## src/design/snw_pkg.sv

```systemverilog
// Shared types, constants and helpers for the stop-and-wait packet endpoint.
`default_nettype none
package snw_pkg;

	localparam int PAYLOAD_MAX_DEF = 1024;
	localparam logic [15:0] TIMEOUT_RESET = 16'd10000;
	localparam logic [15:0] TICK_SAT = 16'hFFFF;
	localparam logic [7:0] PKT_DATA = 8'd1;
	localparam logic [7:0] PKT_ACK = 8'd2;
	// ack header: version 1 + type 2
	localparam logic [15:0] ACK_HDR_SUM = 16'd3;

	localparam int CFG_ADDR_W = 3;
	localparam int CFG_DATA_W = 32;

	typedef enum logic [1:0] {
		OP_HDR  = 2'd0,
		OP_BYTE = 2'd1,
		OP_TICK = 2'd2,
		OP_SEND = 2'd3
	} opcode_t;

	typedef enum logic [2:0] {
		EV_OTHER    = 3'd0,
		EV_CHK_ERR  = 3'd1,
		EV_SEND_ACK = 3'd2,
		EV_ACK_OK   = 3'd3,
		EV_STALE    = 3'd4,
		EV_RETX     = 3'd5,
		EV_TX_NEW   = 3'd6
	} event_t;

	typedef enum logic {
		REG_TIMEOUT = 1'b0
	} reg_idx_t;

	// sum of the two 16-bit halves, wrapping
	function automatic logic [15:0] halves(input logic [31:0] v);
		halves = v[15:0] + v[31:16];
	endfunction

endpackage
`default_nettype wire

```

## src/design/snw_item_if.sv

```systemverilog
// Input channel: received header, payload byte, tick and send requests.
`default_nettype none
interface snw_item_if;
	logic valid;
	logic ready;
	logic [1:0] opcode;
	logic [7:0] version;
	logic [7:0] pkt_type;
	logic [31:0] seq_number;
	logic [31:0] ack_number;
	logic [10:0] payload_len;
	logic [7:0] flag_bits;
	logic [15:0] check_value;
	logic signed [7:0] payload_byte;

	modport source (
		output valid, opcode, version, pkt_type, seq_number, ack_number,
		payload_len, flag_bits, check_value, payload_byte,
		input ready
	);
	modport sink (
		input valid, opcode, version, pkt_type, seq_number, ack_number,
		payload_len, flag_bits, check_value, payload_byte,
		output ready
	);
endinterface
`default_nettype wire

```

## src/design/snw_result_if.sv

```systemverilog
// Result channel: event with outgoing numbers and link status.
`default_nettype none
interface snw_result_if;
	logic valid;
	logic ready;
	logic [2:0] event_res;
	logic [31:0] out_seq;
	logic [31:0] out_ack;
	logic [15:0] out_checksum;
	logic [31:0] expected_next;
	logic waiting_ack;

	modport source (
		output valid, event_res, out_seq, out_ack, out_checksum, expected_next,
		waiting_ack,
		input ready
	);
	modport sink (
		input valid, event_res, out_seq, out_ack, out_checksum, expected_next,
		waiting_ack,
		output ready
	);
endinterface
`default_nettype wire

```

## src/design/stop_and_wait_packet_endpoint.sv

```systemverilog
// Top level of the stop-and-wait packet endpoint.
//
//  channel  | dir | handshake     | beat
//  ---------+-----+---------------+------------------------------------------
//  item     | in  | valid/ready   | header, payload byte, tick or send request
//  result   | out | valid/ready   | event, outgoing numbers, link status
//  apb      | in  | psel/penable  | timeout register write/read
//
// One item per cycle unless the input stage stalls: an item is registered,
// evaluated by the checksum and sequence logic in the next cycle and, if it
// yields an event, loaded into the result register. The input stage stalls
// only when an item with an event meets a full, unread result register.
// Reset clears the counters and link state; the timeout resets to 10000 ticks.
`default_nettype none
module stop_and_wait_packet_endpoint #(
	parameter int PAYLOAD_MAX = snw_pkg::PAYLOAD_MAX_DEF
) (
	input  wire logic                            clk,
	input  wire logic                            arst_n,
	snw_item_if.sink                             item,
	snw_result_if.source                         result,
	input  wire logic                            psel,
	input  wire logic                            penable,
	input  wire logic                            pwrite,
	input  wire logic [snw_pkg::CFG_ADDR_W-1:0]  paddr,
	input  wire logic [snw_pkg::CFG_DATA_W-1:0]  pwdata,
	output logic      [snw_pkg::CFG_DATA_W-1:0]  prdata,
	output logic                                 pready
);
	import snw_pkg::*;

	localparam int LEFT_W = $clog2(PAYLOAD_MAX + 1);

	logic [15:0] timeout_ticks;

	snw_apb_regs u_regs (
		.clk           (clk),
		.arst_n        (arst_n),
		.psel          (psel),
		.penable       (penable),
		.pwrite        (pwrite),
		.paddr         (paddr),
		.pwdata        (pwdata),
		.prdata        (prdata),
		.pready        (pready),
		.timeout_ticks (timeout_ticks)
	);

	// input stage
	logic        valid_s1;
	opcode_t     op_s1;
	logic [7:0]  version_s1;
	logic [7:0]  type_s1;
	logic [31:0] seq_s1;
	logic [31:0] ack_s1;
	logic [10:0] len_s1;
	logic [7:0]  flags_s1;
	logic [15:0] check_s1;
	logic [7:0]  byte_s1;

	// endpoint state
	logic [15:0]       sum_q;
	logic [LEFT_W-1:0] left_q;
	logic [7:0]        type_q;
	logic [31:0]       seq_q;
	logic [31:0]       ack_q;
	logic [15:0]       check_q;
	logic [31:0]       expect_q;
	logic [31:0]       next_q;
	logic [31:0]       outst_q;
	logic              awaiting_q;
	logic [15:0]       tick_q;

	logic [15:0]       sum_d;
	logic [LEFT_W-1:0] left_d;
	logic [31:0]       expect_d;
	logic [31:0]       next_d;
	logic [31:0]       outst_d;
	logic              awaiting_d;
	logic [15:0]       tick_d;
	logic              hdr_load;

	// values the packet is judged on
	logic        judge_go;
	logic [15:0] sum_j;
	logic [7:0]  type_j;
	logic [31:0] seq_j;
	logic [31:0] ack_j;
	logic [15:0] check_j;
	logic [15:0] tick_inc;

	logic        res_hit;
	event_t      ev;
	logic [31:0] res_seq;
	logic [31:0] res_ack;
	logic [15:0] res_chk;
	logic        adv;

	// result register
	logic        out_valid_q;
	event_t      ev_q;
	logic [31:0] out_seq_q;
	logic [31:0] out_ack_q;
	logic [15:0] out_chk_q;
	logic [31:0] out_exp_q;
	logic        out_wait_q;

	assign adv = valid_s1 && (!res_hit || !out_valid_q || result.ready);
	assign item.ready = !valid_s1 || adv;

	always_ff @(posedge clk or negedge arst_n) begin
		if (!arst_n) begin
			valid_s1 <= 1'b0;
			op_s1    <= OP_HDR;
		end else if (item.ready) begin
			valid_s1 <= item.valid;
			if (item.valid) begin
				op_s1 <= opcode_t'(item.opcode);
			end
		end
	end

	always_ff @(posedge clk) begin
		if (item.ready && item.valid) begin
			version_s1 <= item.version;
			type_s1    <= item.pkt_type;
			seq_s1     <= item.seq_number;
			ack_s1     <= item.ack_number;
			len_s1     <= item.payload_len;
			flags_s1   <= item.flag_bits;
			check_s1   <= item.check_value;
			byte_s1    <= item.payload_byte;
		end
	end

	assign tick_inc = (tick_q < TICK_SAT) ? tick_q + 16'd1 : tick_q;

	always_comb begin
		sum_d      = sum_q;
		left_d     = left_q;
		expect_d   = expect_q;
		next_d     = next_q;
		outst_d    = outst_q;
		awaiting_d = awaiting_q;
		tick_d     = tick_q;
		hdr_load   = 1'b0;
		judge_go   = 1'b0;
		sum_j      = sum_q;
		type_j     = type_q;
		seq_j      = seq_q;
		ack_j      = ack_q;
		check_j    = check_q;
		res_hit    = 1'b0;
		ev         = EV_OTHER;
		res_seq    = '0;
		res_ack    = '0;
		res_chk    = '0;

		unique case (op_s1)
			OP_HDR: begin
				hdr_load = 1'b1;
				sum_d = 16'({8'd0, version_s1}) + 16'({8'd0, type_s1}) + halves(seq_s1)
					+ halves(ack_s1) + 16'({5'd0, len_s1}) + 16'({8'd0, flags_s1});
				if (32'({21'd0, len_s1}) > 32'(PAYLOAD_MAX)) begin
					left_d = LEFT_W'(PAYLOAD_MAX);
				end else begin
					left_d = LEFT_W'(len_s1);
				end
				judge_go = (len_s1 == 11'd0);
				sum_j    = sum_d;
				type_j   = type_s1;
				seq_j    = seq_s1;
				ack_j    = ack_s1;
				check_j  = check_s1;
			end
			OP_BYTE: begin
				if (left_q != '0) begin
					sum_d    = sum_q + {{8{byte_s1[7]}}, byte_s1};
					left_d   = left_q - LEFT_W'(1);
					judge_go = (left_d == '0);
					sum_j    = sum_d;
				end
			end
			OP_TICK: begin
				if (awaiting_q) begin
					if (tick_inc >= timeout_ticks) begin
						tick_d  = '0;
						res_hit = 1'b1;
						ev      = EV_RETX;
						res_seq = outst_q;
					end else begin
						tick_d = tick_inc;
					end
				end
			end
			OP_SEND: begin
				if (!awaiting_q) begin
					outst_d    = next_q;
					next_d     = next_q + 32'd1;
					awaiting_d = 1'b1;
					tick_d     = '0;
					res_hit    = 1'b1;
					ev         = EV_TX_NEW;
					res_seq    = next_q;
				end
			end
		endcase

		if (judge_go) begin
			res_hit = 1'b1;
			if (~sum_j != check_j) begin
				ev = EV_CHK_ERR;
			end else begin
				expect_d = seq_j + 32'd1;
				if (type_j == PKT_DATA) begin
					ev      = EV_SEND_ACK;
					res_ack = seq_j;
					res_chk = ~(ACK_HDR_SUM + halves(seq_j));
				end else if (type_j == PKT_ACK) begin
					res_ack = ack_j;
					if (awaiting_q && ack_j == outst_q) begin
						awaiting_d = 1'b0;
						tick_d     = '0;
						ev         = EV_ACK_OK;
					end else begin
						ev = EV_STALE;
					end
				end
			end
		end
	end

	always_ff @(posedge clk or negedge arst_n) begin
		if (!arst_n) begin
			left_q     <= '0;
			expect_q   <= '0;
			next_q     <= '0;
			outst_q    <= '0;
			awaiting_q <= 1'b0;
			tick_q     <= '0;
		end else if (adv) begin
			left_q     <= left_d;
			expect_q   <= expect_d;
			next_q     <= next_d;
			outst_q    <= outst_d;
			awaiting_q <= awaiting_d;
			tick_q     <= tick_d;
		end
	end

	always_ff @(posedge clk) begin
		if (adv) begin
			sum_q <= sum_d;
		end
		if (adv && hdr_load) begin
			type_q  <= type_s1;
			seq_q   <= seq_s1;
			ack_q   <= ack_s1;
			check_q <= check_s1;
		end
	end

	always_ff @(posedge clk or negedge arst_n) begin
		if (!arst_n) begin
			out_valid_q <= 1'b0;
		end else if (adv && res_hit) begin
			out_valid_q <= 1'b1;
		end else if (result.ready) begin
			out_valid_q <= 1'b0;
		end
	end

	always_ff @(posedge clk) begin
		if (adv && res_hit) begin
			ev_q       <= ev;
			out_seq_q  <= res_seq;
			out_ack_q  <= res_ack;
			out_chk_q  <= res_chk;
			out_exp_q  <= expect_d;
			out_wait_q <= awaiting_d;
		end
	end

	assign result.valid         = out_valid_q;
	assign result.event_res     = 3'(ev_q);
	assign result.out_seq       = out_seq_q;
	assign result.out_ack       = out_ack_q;
	assign result.out_checksum  = out_chk_q;
	assign result.expected_next = out_exp_q;
	assign result.waiting_ack   = out_wait_q;

	a_idle_tick_zero: assert property (@(posedge clk) disable iff (!arst_n)
		!awaiting_q |-> tick_q == 16'd0)
		else $error("tick counter running with nothing outstanding");

	a_seq_follows: assert property (@(posedge clk) disable iff (!arst_n)
		awaiting_q |-> next_q == 32'(outst_q + 32'd1))
		else $error("next sequence not one past outstanding");

	a_left_bound: assert property (@(posedge clk) disable iff (!arst_n)
		32'(left_q) <= 32'(PAYLOAD_MAX))
		else $error("payload byte count above limit");

	a_tx_waits: assert property (@(posedge clk) disable iff (!arst_n)
		out_valid_q && ev_q == EV_TX_NEW |-> out_wait_q)
		else $error("new transmission reported without waiting for ack");
endmodule
`default_nettype wire

```

## src/design/snw_apb_regs.sv

```systemverilog
// APB register block holding the retransmit timeout.
`default_nettype none
module snw_apb_regs (
	input  wire logic                            clk,
	input  wire logic                            arst_n,
	input  wire logic                            psel,
	input  wire logic                            penable,
	input  wire logic                            pwrite,
	input  wire logic [snw_pkg::CFG_ADDR_W-1:0]  paddr,
	input  wire logic [snw_pkg::CFG_DATA_W-1:0]  pwdata,
	output logic      [snw_pkg::CFG_DATA_W-1:0]  prdata,
	output logic                                 pready,
	output logic      [15:0]                     timeout_ticks
);
	import snw_pkg::*;

	logic [15:0] timeout_q;
	logic        wr_en;
	reg_idx_t    idx;

	assign idx    = reg_idx_t'(paddr[2]);
	assign pready = 1'b1;
	assign wr_en  = psel && penable && pwrite && pready;
	assign timeout_ticks = timeout_q;

	always_ff @(posedge clk or negedge arst_n) begin
		if (!arst_n) begin
			timeout_q <= TIMEOUT_RESET;
		end else if (wr_en && idx == REG_TIMEOUT) begin
			timeout_q <= pwdata[15:0];
		end
	end

	always_comb begin
		prdata = '0;
		unique case (idx)
			REG_TIMEOUT: prdata = {16'd0, timeout_q};
			default:     prdata = '0;
		endcase
	end
endmodule
`default_nettype wire

```

## src/flat_wrapper.sv

```systemverilog
// flat-port wrapper written by rule: the top's interface ports become plain ports
module stop_and_wait_packet_endpoint_flat import snw_pkg::*;
#(
	parameter int PAYLOAD_MAX = snw_pkg::PAYLOAD_MAX_DEF
)
  (clk, arst_n, psel, penable, pwrite, paddr, pwdata, prdata, pready, item_valid, item_opcode, item_version, item_pkt_type, item_seq_number, item_ack_number, item_payload_len, item_flag_bits, item_check_value, item_payload_byte, item_ready, result_valid, result_event_res, result_out_seq, result_out_ack, result_out_checksum, result_expected_next, result_waiting_ack, result_ready);
  snw_item_if item_i ();
  snw_result_if result_i ();
  input  wire logic clk;
  input  wire logic arst_n;
  input  wire logic psel;
  input  wire logic penable;
  input  wire logic pwrite;
  input  wire logic [snw_pkg::CFG_ADDR_W-1:0] paddr;
  input  wire logic [snw_pkg::CFG_DATA_W-1:0] pwdata;
  output logic      [snw_pkg::CFG_DATA_W-1:0] prdata;
  output logic pready;
  input wire logic [$bits(item_i.valid)-1:0] item_valid;
  input wire logic [$bits(item_i.opcode)-1:0] item_opcode;
  input wire logic [$bits(item_i.version)-1:0] item_version;
  input wire logic [$bits(item_i.pkt_type)-1:0] item_pkt_type;
  input wire logic [$bits(item_i.seq_number)-1:0] item_seq_number;
  input wire logic [$bits(item_i.ack_number)-1:0] item_ack_number;
  input wire logic [$bits(item_i.payload_len)-1:0] item_payload_len;
  input wire logic [$bits(item_i.flag_bits)-1:0] item_flag_bits;
  input wire logic [$bits(item_i.check_value)-1:0] item_check_value;
  input wire logic [$bits(item_i.payload_byte)-1:0] item_payload_byte;
  output wire logic [$bits(item_i.ready)-1:0] item_ready;
  output wire logic [$bits(result_i.valid)-1:0] result_valid;
  output wire logic [$bits(result_i.event_res)-1:0] result_event_res;
  output wire logic [$bits(result_i.out_seq)-1:0] result_out_seq;
  output wire logic [$bits(result_i.out_ack)-1:0] result_out_ack;
  output wire logic [$bits(result_i.out_checksum)-1:0] result_out_checksum;
  output wire logic [$bits(result_i.expected_next)-1:0] result_expected_next;
  output wire logic [$bits(result_i.waiting_ack)-1:0] result_waiting_ack;
  input wire logic [$bits(result_i.ready)-1:0] result_ready;
  assign item_i.valid = item_valid;
  assign item_i.opcode = item_opcode;
  assign item_i.version = item_version;
  assign item_i.pkt_type = item_pkt_type;
  assign item_i.seq_number = item_seq_number;
  assign item_i.ack_number = item_ack_number;
  assign item_i.payload_len = item_payload_len;
  assign item_i.flag_bits = item_flag_bits;
  assign item_i.check_value = item_check_value;
  assign item_i.payload_byte = item_payload_byte;
  assign item_ready = item_i.ready;
  assign result_valid = result_i.valid;
  assign result_event_res = result_i.event_res;
  assign result_out_seq = result_i.out_seq;
  assign result_out_ack = result_i.out_ack;
  assign result_out_checksum = result_i.out_checksum;
  assign result_expected_next = result_i.expected_next;
  assign result_waiting_ack = result_i.waiting_ack;
  assign result_i.ready = result_ready;
  stop_and_wait_packet_endpoint #(.PAYLOAD_MAX(PAYLOAD_MAX)) u_core (.clk(clk), .arst_n(arst_n), .item(item_i), .result(result_i), .psel(psel), .penable(penable), .pwrite(pwrite), .paddr(paddr), .pwdata(pwdata), .prdata(prdata), .pready(pready));
endmodule
```

## config.mk

```make
export PLATFORM = sky130hd
export DESIGN_NAME = stop_and_wait_packet_endpoint_flat
export DESIGN_NICKNAME = d
export VERILOG_FILES = /design/src/design/snw_pkg.sv /design/src/design/snw_item_if.sv /design/src/design/snw_result_if.sv /design/src/design/stop_and_wait_packet_endpoint.sv /design/src/design/snw_apb_regs.sv /design/src/flat_wrapper.sv
export SDC_FILE = /design/constraint.sdc
export NUM_CORES = 1
export LEC_CHECK = 0
export BUFFER_PORTS_ARGS = -buffer_cell sky130_fd_sc_hd__clkbuf_2
export CAP_MARGIN = 5
export CORE_MARGIN = 1.5
export CORE_UTILIZATION = 35
export DETAILED_ROUTE_END_ITERATION = 8
export GPL_ROUTABILITY_DRIVEN = 1
export SYNTH_ARGS = -nofsm -noshare
export SYNTH_HDL_FRONTEND = slang
export SYNTH_SLANG_ARGS = --single-unit
```

## constraint.sdc

```tcl
create_clock -name clk -period 8.2 [get_ports clk]
set_input_delay 0.82 -clock clk [delete_from_list [all_inputs] [get_ports clk]]
set_output_delay 0.82 -clock clk [all_outputs]
set_load 0.02 [all_outputs]
```

==> key figures <==
Power
  – Switch Pwr: 3.378 mW
  – Sw frac: 36.32%
  – VDD IR max: 0.0001920 V
  – Clock network power share: 29.4%
  – Power per Cell Area: 299.5 mW/mm²
  – Leak pwr: 13.03 nW
  – Combinational power share: 37.1%
  – Pint: 5.924 mW
  – Sequential power share: 33.6%

Route
  – Vias/cell: 5.318
  – Routed via count: 18,820
  – Total routed wirelength: 79.13 mm
  – Drt pass-1 iters: 5
  – DR DRC count: 0
  – Detail Route Antenna Nets: 0
  – WL/cell: 22.36 µm
  – Starting DRT DRC Count: 1,512

Setup path
  – CP Depth: 26
  – Delay-heaviest family, CP: adder cells
  – CP max stage cell: or3b_2
  – Startpoint types: flip-flop
  – Crit end category: flip-flop
  – Crit Path Max Fanout: 18
  – Largest stage delay on the critical path: 0.58 ns
  – CP arrival: 8.15 ns
  – WP data required: 8.57 ns
  – Setup CP Type: reg2reg
  – Crit path top cell by count: fa_1
  – Worst path bufs/invs: 5
  – FF-to-FF path depth: 26

Placed design
  – Post-DP HPWL: 59.27 mm
  – RePlAce Congestion: 0.9416
  – IO Port Bufs: 282

Synthesis
  – Top FF cell, synth: edfxtp_1
  – Mapped cell area: 0.02635 mm²
  – Mapped Cells: 2,226
  – Post-Synth XOR/XNOR Area: 5.386%
  – Synth warn: 0
  – Synth Area in Simple Gates: 11.26%
  – Register bit total from synthesis: 487
  – Largest family of logic cells by synthesized area: simple AND/OR/NAND/NOR gates
  – Mux cell area share after synthesis: 6.924%
  – Synth Area in Adders: 9.328%
  – Mean post-synth cell area: 11.84 µm²
  – Seq/Total Area, Yosys: 52.80%
  – Number of synthesized flops with an enable pin: 343
  – Compound-Gate Fraction of Synth Area: 9.750%
  – Netlist cell types: 84
  – Async S/R FF share, synth: 29.57%

Clocking
  – Hold bufs inserted after CTS: 0
  – Clock transition at the registers of the reported paths: 0.06 ns
  – CTS Buf Count: 55
  – Max Buffers Root-to-Sink: 3
  – Root buf cell: clkbuf_16
  – CTS tree: built
  – Clk_lat worst skew: 0.64 ns
  – Clock Sinks: 487
  – H-tree levels: 2

Floorplan
  – Num ports: 318
  – Initial Util: 35.39%
  – Die Y: 277.4 µm
  – Die width: 277.4 µm
  – Core ar.: 0.07445 mm²
  – Row count: 100
  – Die area: 0.07693 mm²

Timing
  – Slew Limit Fails: 0
  – Final hold viol count: 0
  – Slew margin rel.: 21.79%
  – Hold_ws: 0.1877 ns
  – Tightest Pin Transition: 1.173 ns
  – Final setup viols: 0
  – Setup Skew: 0.02831 ns
  – Final worst-path cycle share: 94.98%
  – Max Freq: 0.1284 GHz
  – Tmin final: 7.788 ns

Flow run
  – Max Cap Violations: 0

GRT
  – Vias in the first global route: 18,810
  – Total GRT Usage: 20.14%
  – First-pass GRT wire length: 117.9 mm
  – Global route overflow: 0
  – Antenna violations before repair: 1
  – Largest net degree at the start of global routing: 87

Final layout
  – Layout Utilization: 41.73%
  – Share of cells above drive strength 1: 19.90%
  – Nets: 2,849
  – Layout area overhead: 17.91%

Worst hold path
  – Hold WC Path Type: in2async

Status
  – Status: completed
placed cells by master, fill, tap and decap left out, types with 14 or more instances in the layout:
cell and instances:
edfxtp_1 343, xor2_1 66, a31oi_1 22, nand4_1 22
xnor2_1 96, a21oi_1 56, mux2_2 51, and3_1 27
nor2_1 102, ha_1 102, o21ai_0 67, or3_1 14
nor4_1 30, inv_1 183, nor3_1 60, nand2_1 192
conb_1 17, dfrtp_1 138, clkbuf_16 58, buf_4 39
clkbuf_2 281, nand3_1 41, o22a_1 35, fa_1 59
mux2i_1 117, a22o_1 33, a21o_1 23
metrics by stage:
stage | setup slack (ns) | instance area [µm²] | power [mW] | std cells | setup TNS [ns]
floorplan | 0.6570 | 26400 | 5.574 | 2241 | 0
global placement | 0.4210 | 28980 | 6.450 | 3429 | 0
detailed placement | 0.2373 | 28980 | 6.564 | 3429 | 0
CTS | 0.2206 | 30990 | 9.325 | 3533 | 0
global route | -0.005310 | 31060 | 9.840 | 3537 | -0.009533
finish | 0.4118 | 31060 | 9.303 | 3538 | 0
state kept, by name, summed over array words and instances, names as in the netlist, 11 cells and up:
register / flops
u_core.seq_s1: 32
u_core.tick_q: 16
u_core.left_q: 11
u_core.ack_s1: 32
u_core.result.expected_next: 32
u_core.result.out_ack: 32
u_core.u_regs.timeout_ticks: 16
u_core.sum_q: 16
u_core.len_s1: 11
u_core.expect_q: 32
u_core.ack_q: 32
u_core.result.out_seq: 32
u_core.outst_q: 32
u_core.next_q: 32
u_core.result.out_checksum: 16
u_core.check_s1: 16
u_core.seq_q: 32
u_core.check_q: 16
power groups by stage:
stage	clock (mW)	combinational [mW]	sequential, mW
after global routing	2.88	3.81	3.15
final	2.73	3.45	3.12
after floorplan	0	2.42	3.15
after detailed placement	0	3.39	3.17
after global placement	0	3.29	3.16
after CTS	2.79	3.41	3.12
routing by layer:
metal	global-route usage, %	vias up	share of wire (%)
li1	-	8614	-
met5	0	-	0
met4	6.269	0	3.0
met3	3.563	129	6.4
met1	27.56	9387	44
met2	32.45	685	47
Yosys cell counts (14+ instances only):
library cell | n | area share, %
inv_1 | 184 | 2.6
nand2_1 | 192 | 2.7
clkbuf_1 | 60 | 0.85
ha_1 | 102 | 4.8
a22o_1 | 33 | 1.1
edfxtp_1 | 343 | 39
mux2i_1 | 117 | 4.4
mux2_2 | 51 | 2.2
o22a_1 | 35 | 1.2
a21o_1 | 23 | 0.66
o21ai_0 | 68 | 1.3
nor3_1 | 61 | 1.2
and3_1 | 27 | 0.64
nor4_1 | 31 | 0.74
nor2_1 | 103 | 1.5
nand4_1 | 22 | 0.52
xnor2_1 | 96 | 3.2
or3_1 | 14 | 0.33
buf_4 | 21 | 0.60
buf_2 | 18 | 0.34
a21oi_1 | 56 | 1.1
nand3_1 | 42 | 0.80
dfrtp_1 | 139 | 13
a31oi_1 | 22 | 0.52
fa_1 | 59 | 4.5
xor2_1 | 66 | 2.2
cells by family after synthesis:
kind of cell	count (synthesis)
xor gates and xnor gates	162
and+or+nand+nor	586
other	2
DFF	487
AOI/OAI and AO/OA	362
adders and majority gates	161
buffers and inverters	291
muxes	175
final timing paths:
path,start,slack (ns),to
worst min-delay path,arst_n,0.19,u_core.expect_q[12]
max in group asynchronous,arst_n,6.50,u_core.left_q[10]
worst max-delay path,u_core.type_s1[0],0.41,u_core.result.expected_next[28]
min in group clk,item_flag_bits[3],0.35,u_core.flags_s1[3]
worst max register to register,u_core.type_s1[0],0.41,u_core.result.expected_next[28]
worst min register to register,u_core.check_s1[9],0.46,u_core.check_q[9]
timing repair:
action / 4_1_cts / 5_1_grt
resized for setup: 0 / 6
setup endpoints to repair: 0 / 72
buffers inserted: 0 / 2
worst register-to-register path, delay by kind of cell, from the launching register on:
| family | cells | cell delay, ns |
|---|---|---|
| AOI/OAI and AO/OA | 6 | 1.29 |
| xor gates and xnor gates | 1 | 0.23 |
| adders and majority gates | 7 | 2.74 |
| buffers and inverters | 5 | 0.57 |
| DFF | 1 | 0.40 |
| muxes | 1 | 0.38 |
| and+or+nand+nor | 6 | 1.92 |
layout make-up:
| class | count | area (µm²) |
|---|---|---|
| Fill cell | 6956 | 43380 |
| Timing Repair Buffer | 329 | 1863 |
| Inverter | 185 | 696.9 |
| Tap cell | 969 | 1212 |
| Clock buffer | 69 | 1470 |
| Clock inverter | 35 | 541.8 |
| Antenna cell | 1 | 2.502 |
| Sequential cell | 487 | 13910 |
| Multi-Input combinational cell | 1463 | 11370 |
No activity file was read; power rests on OpenSTA's default activity.
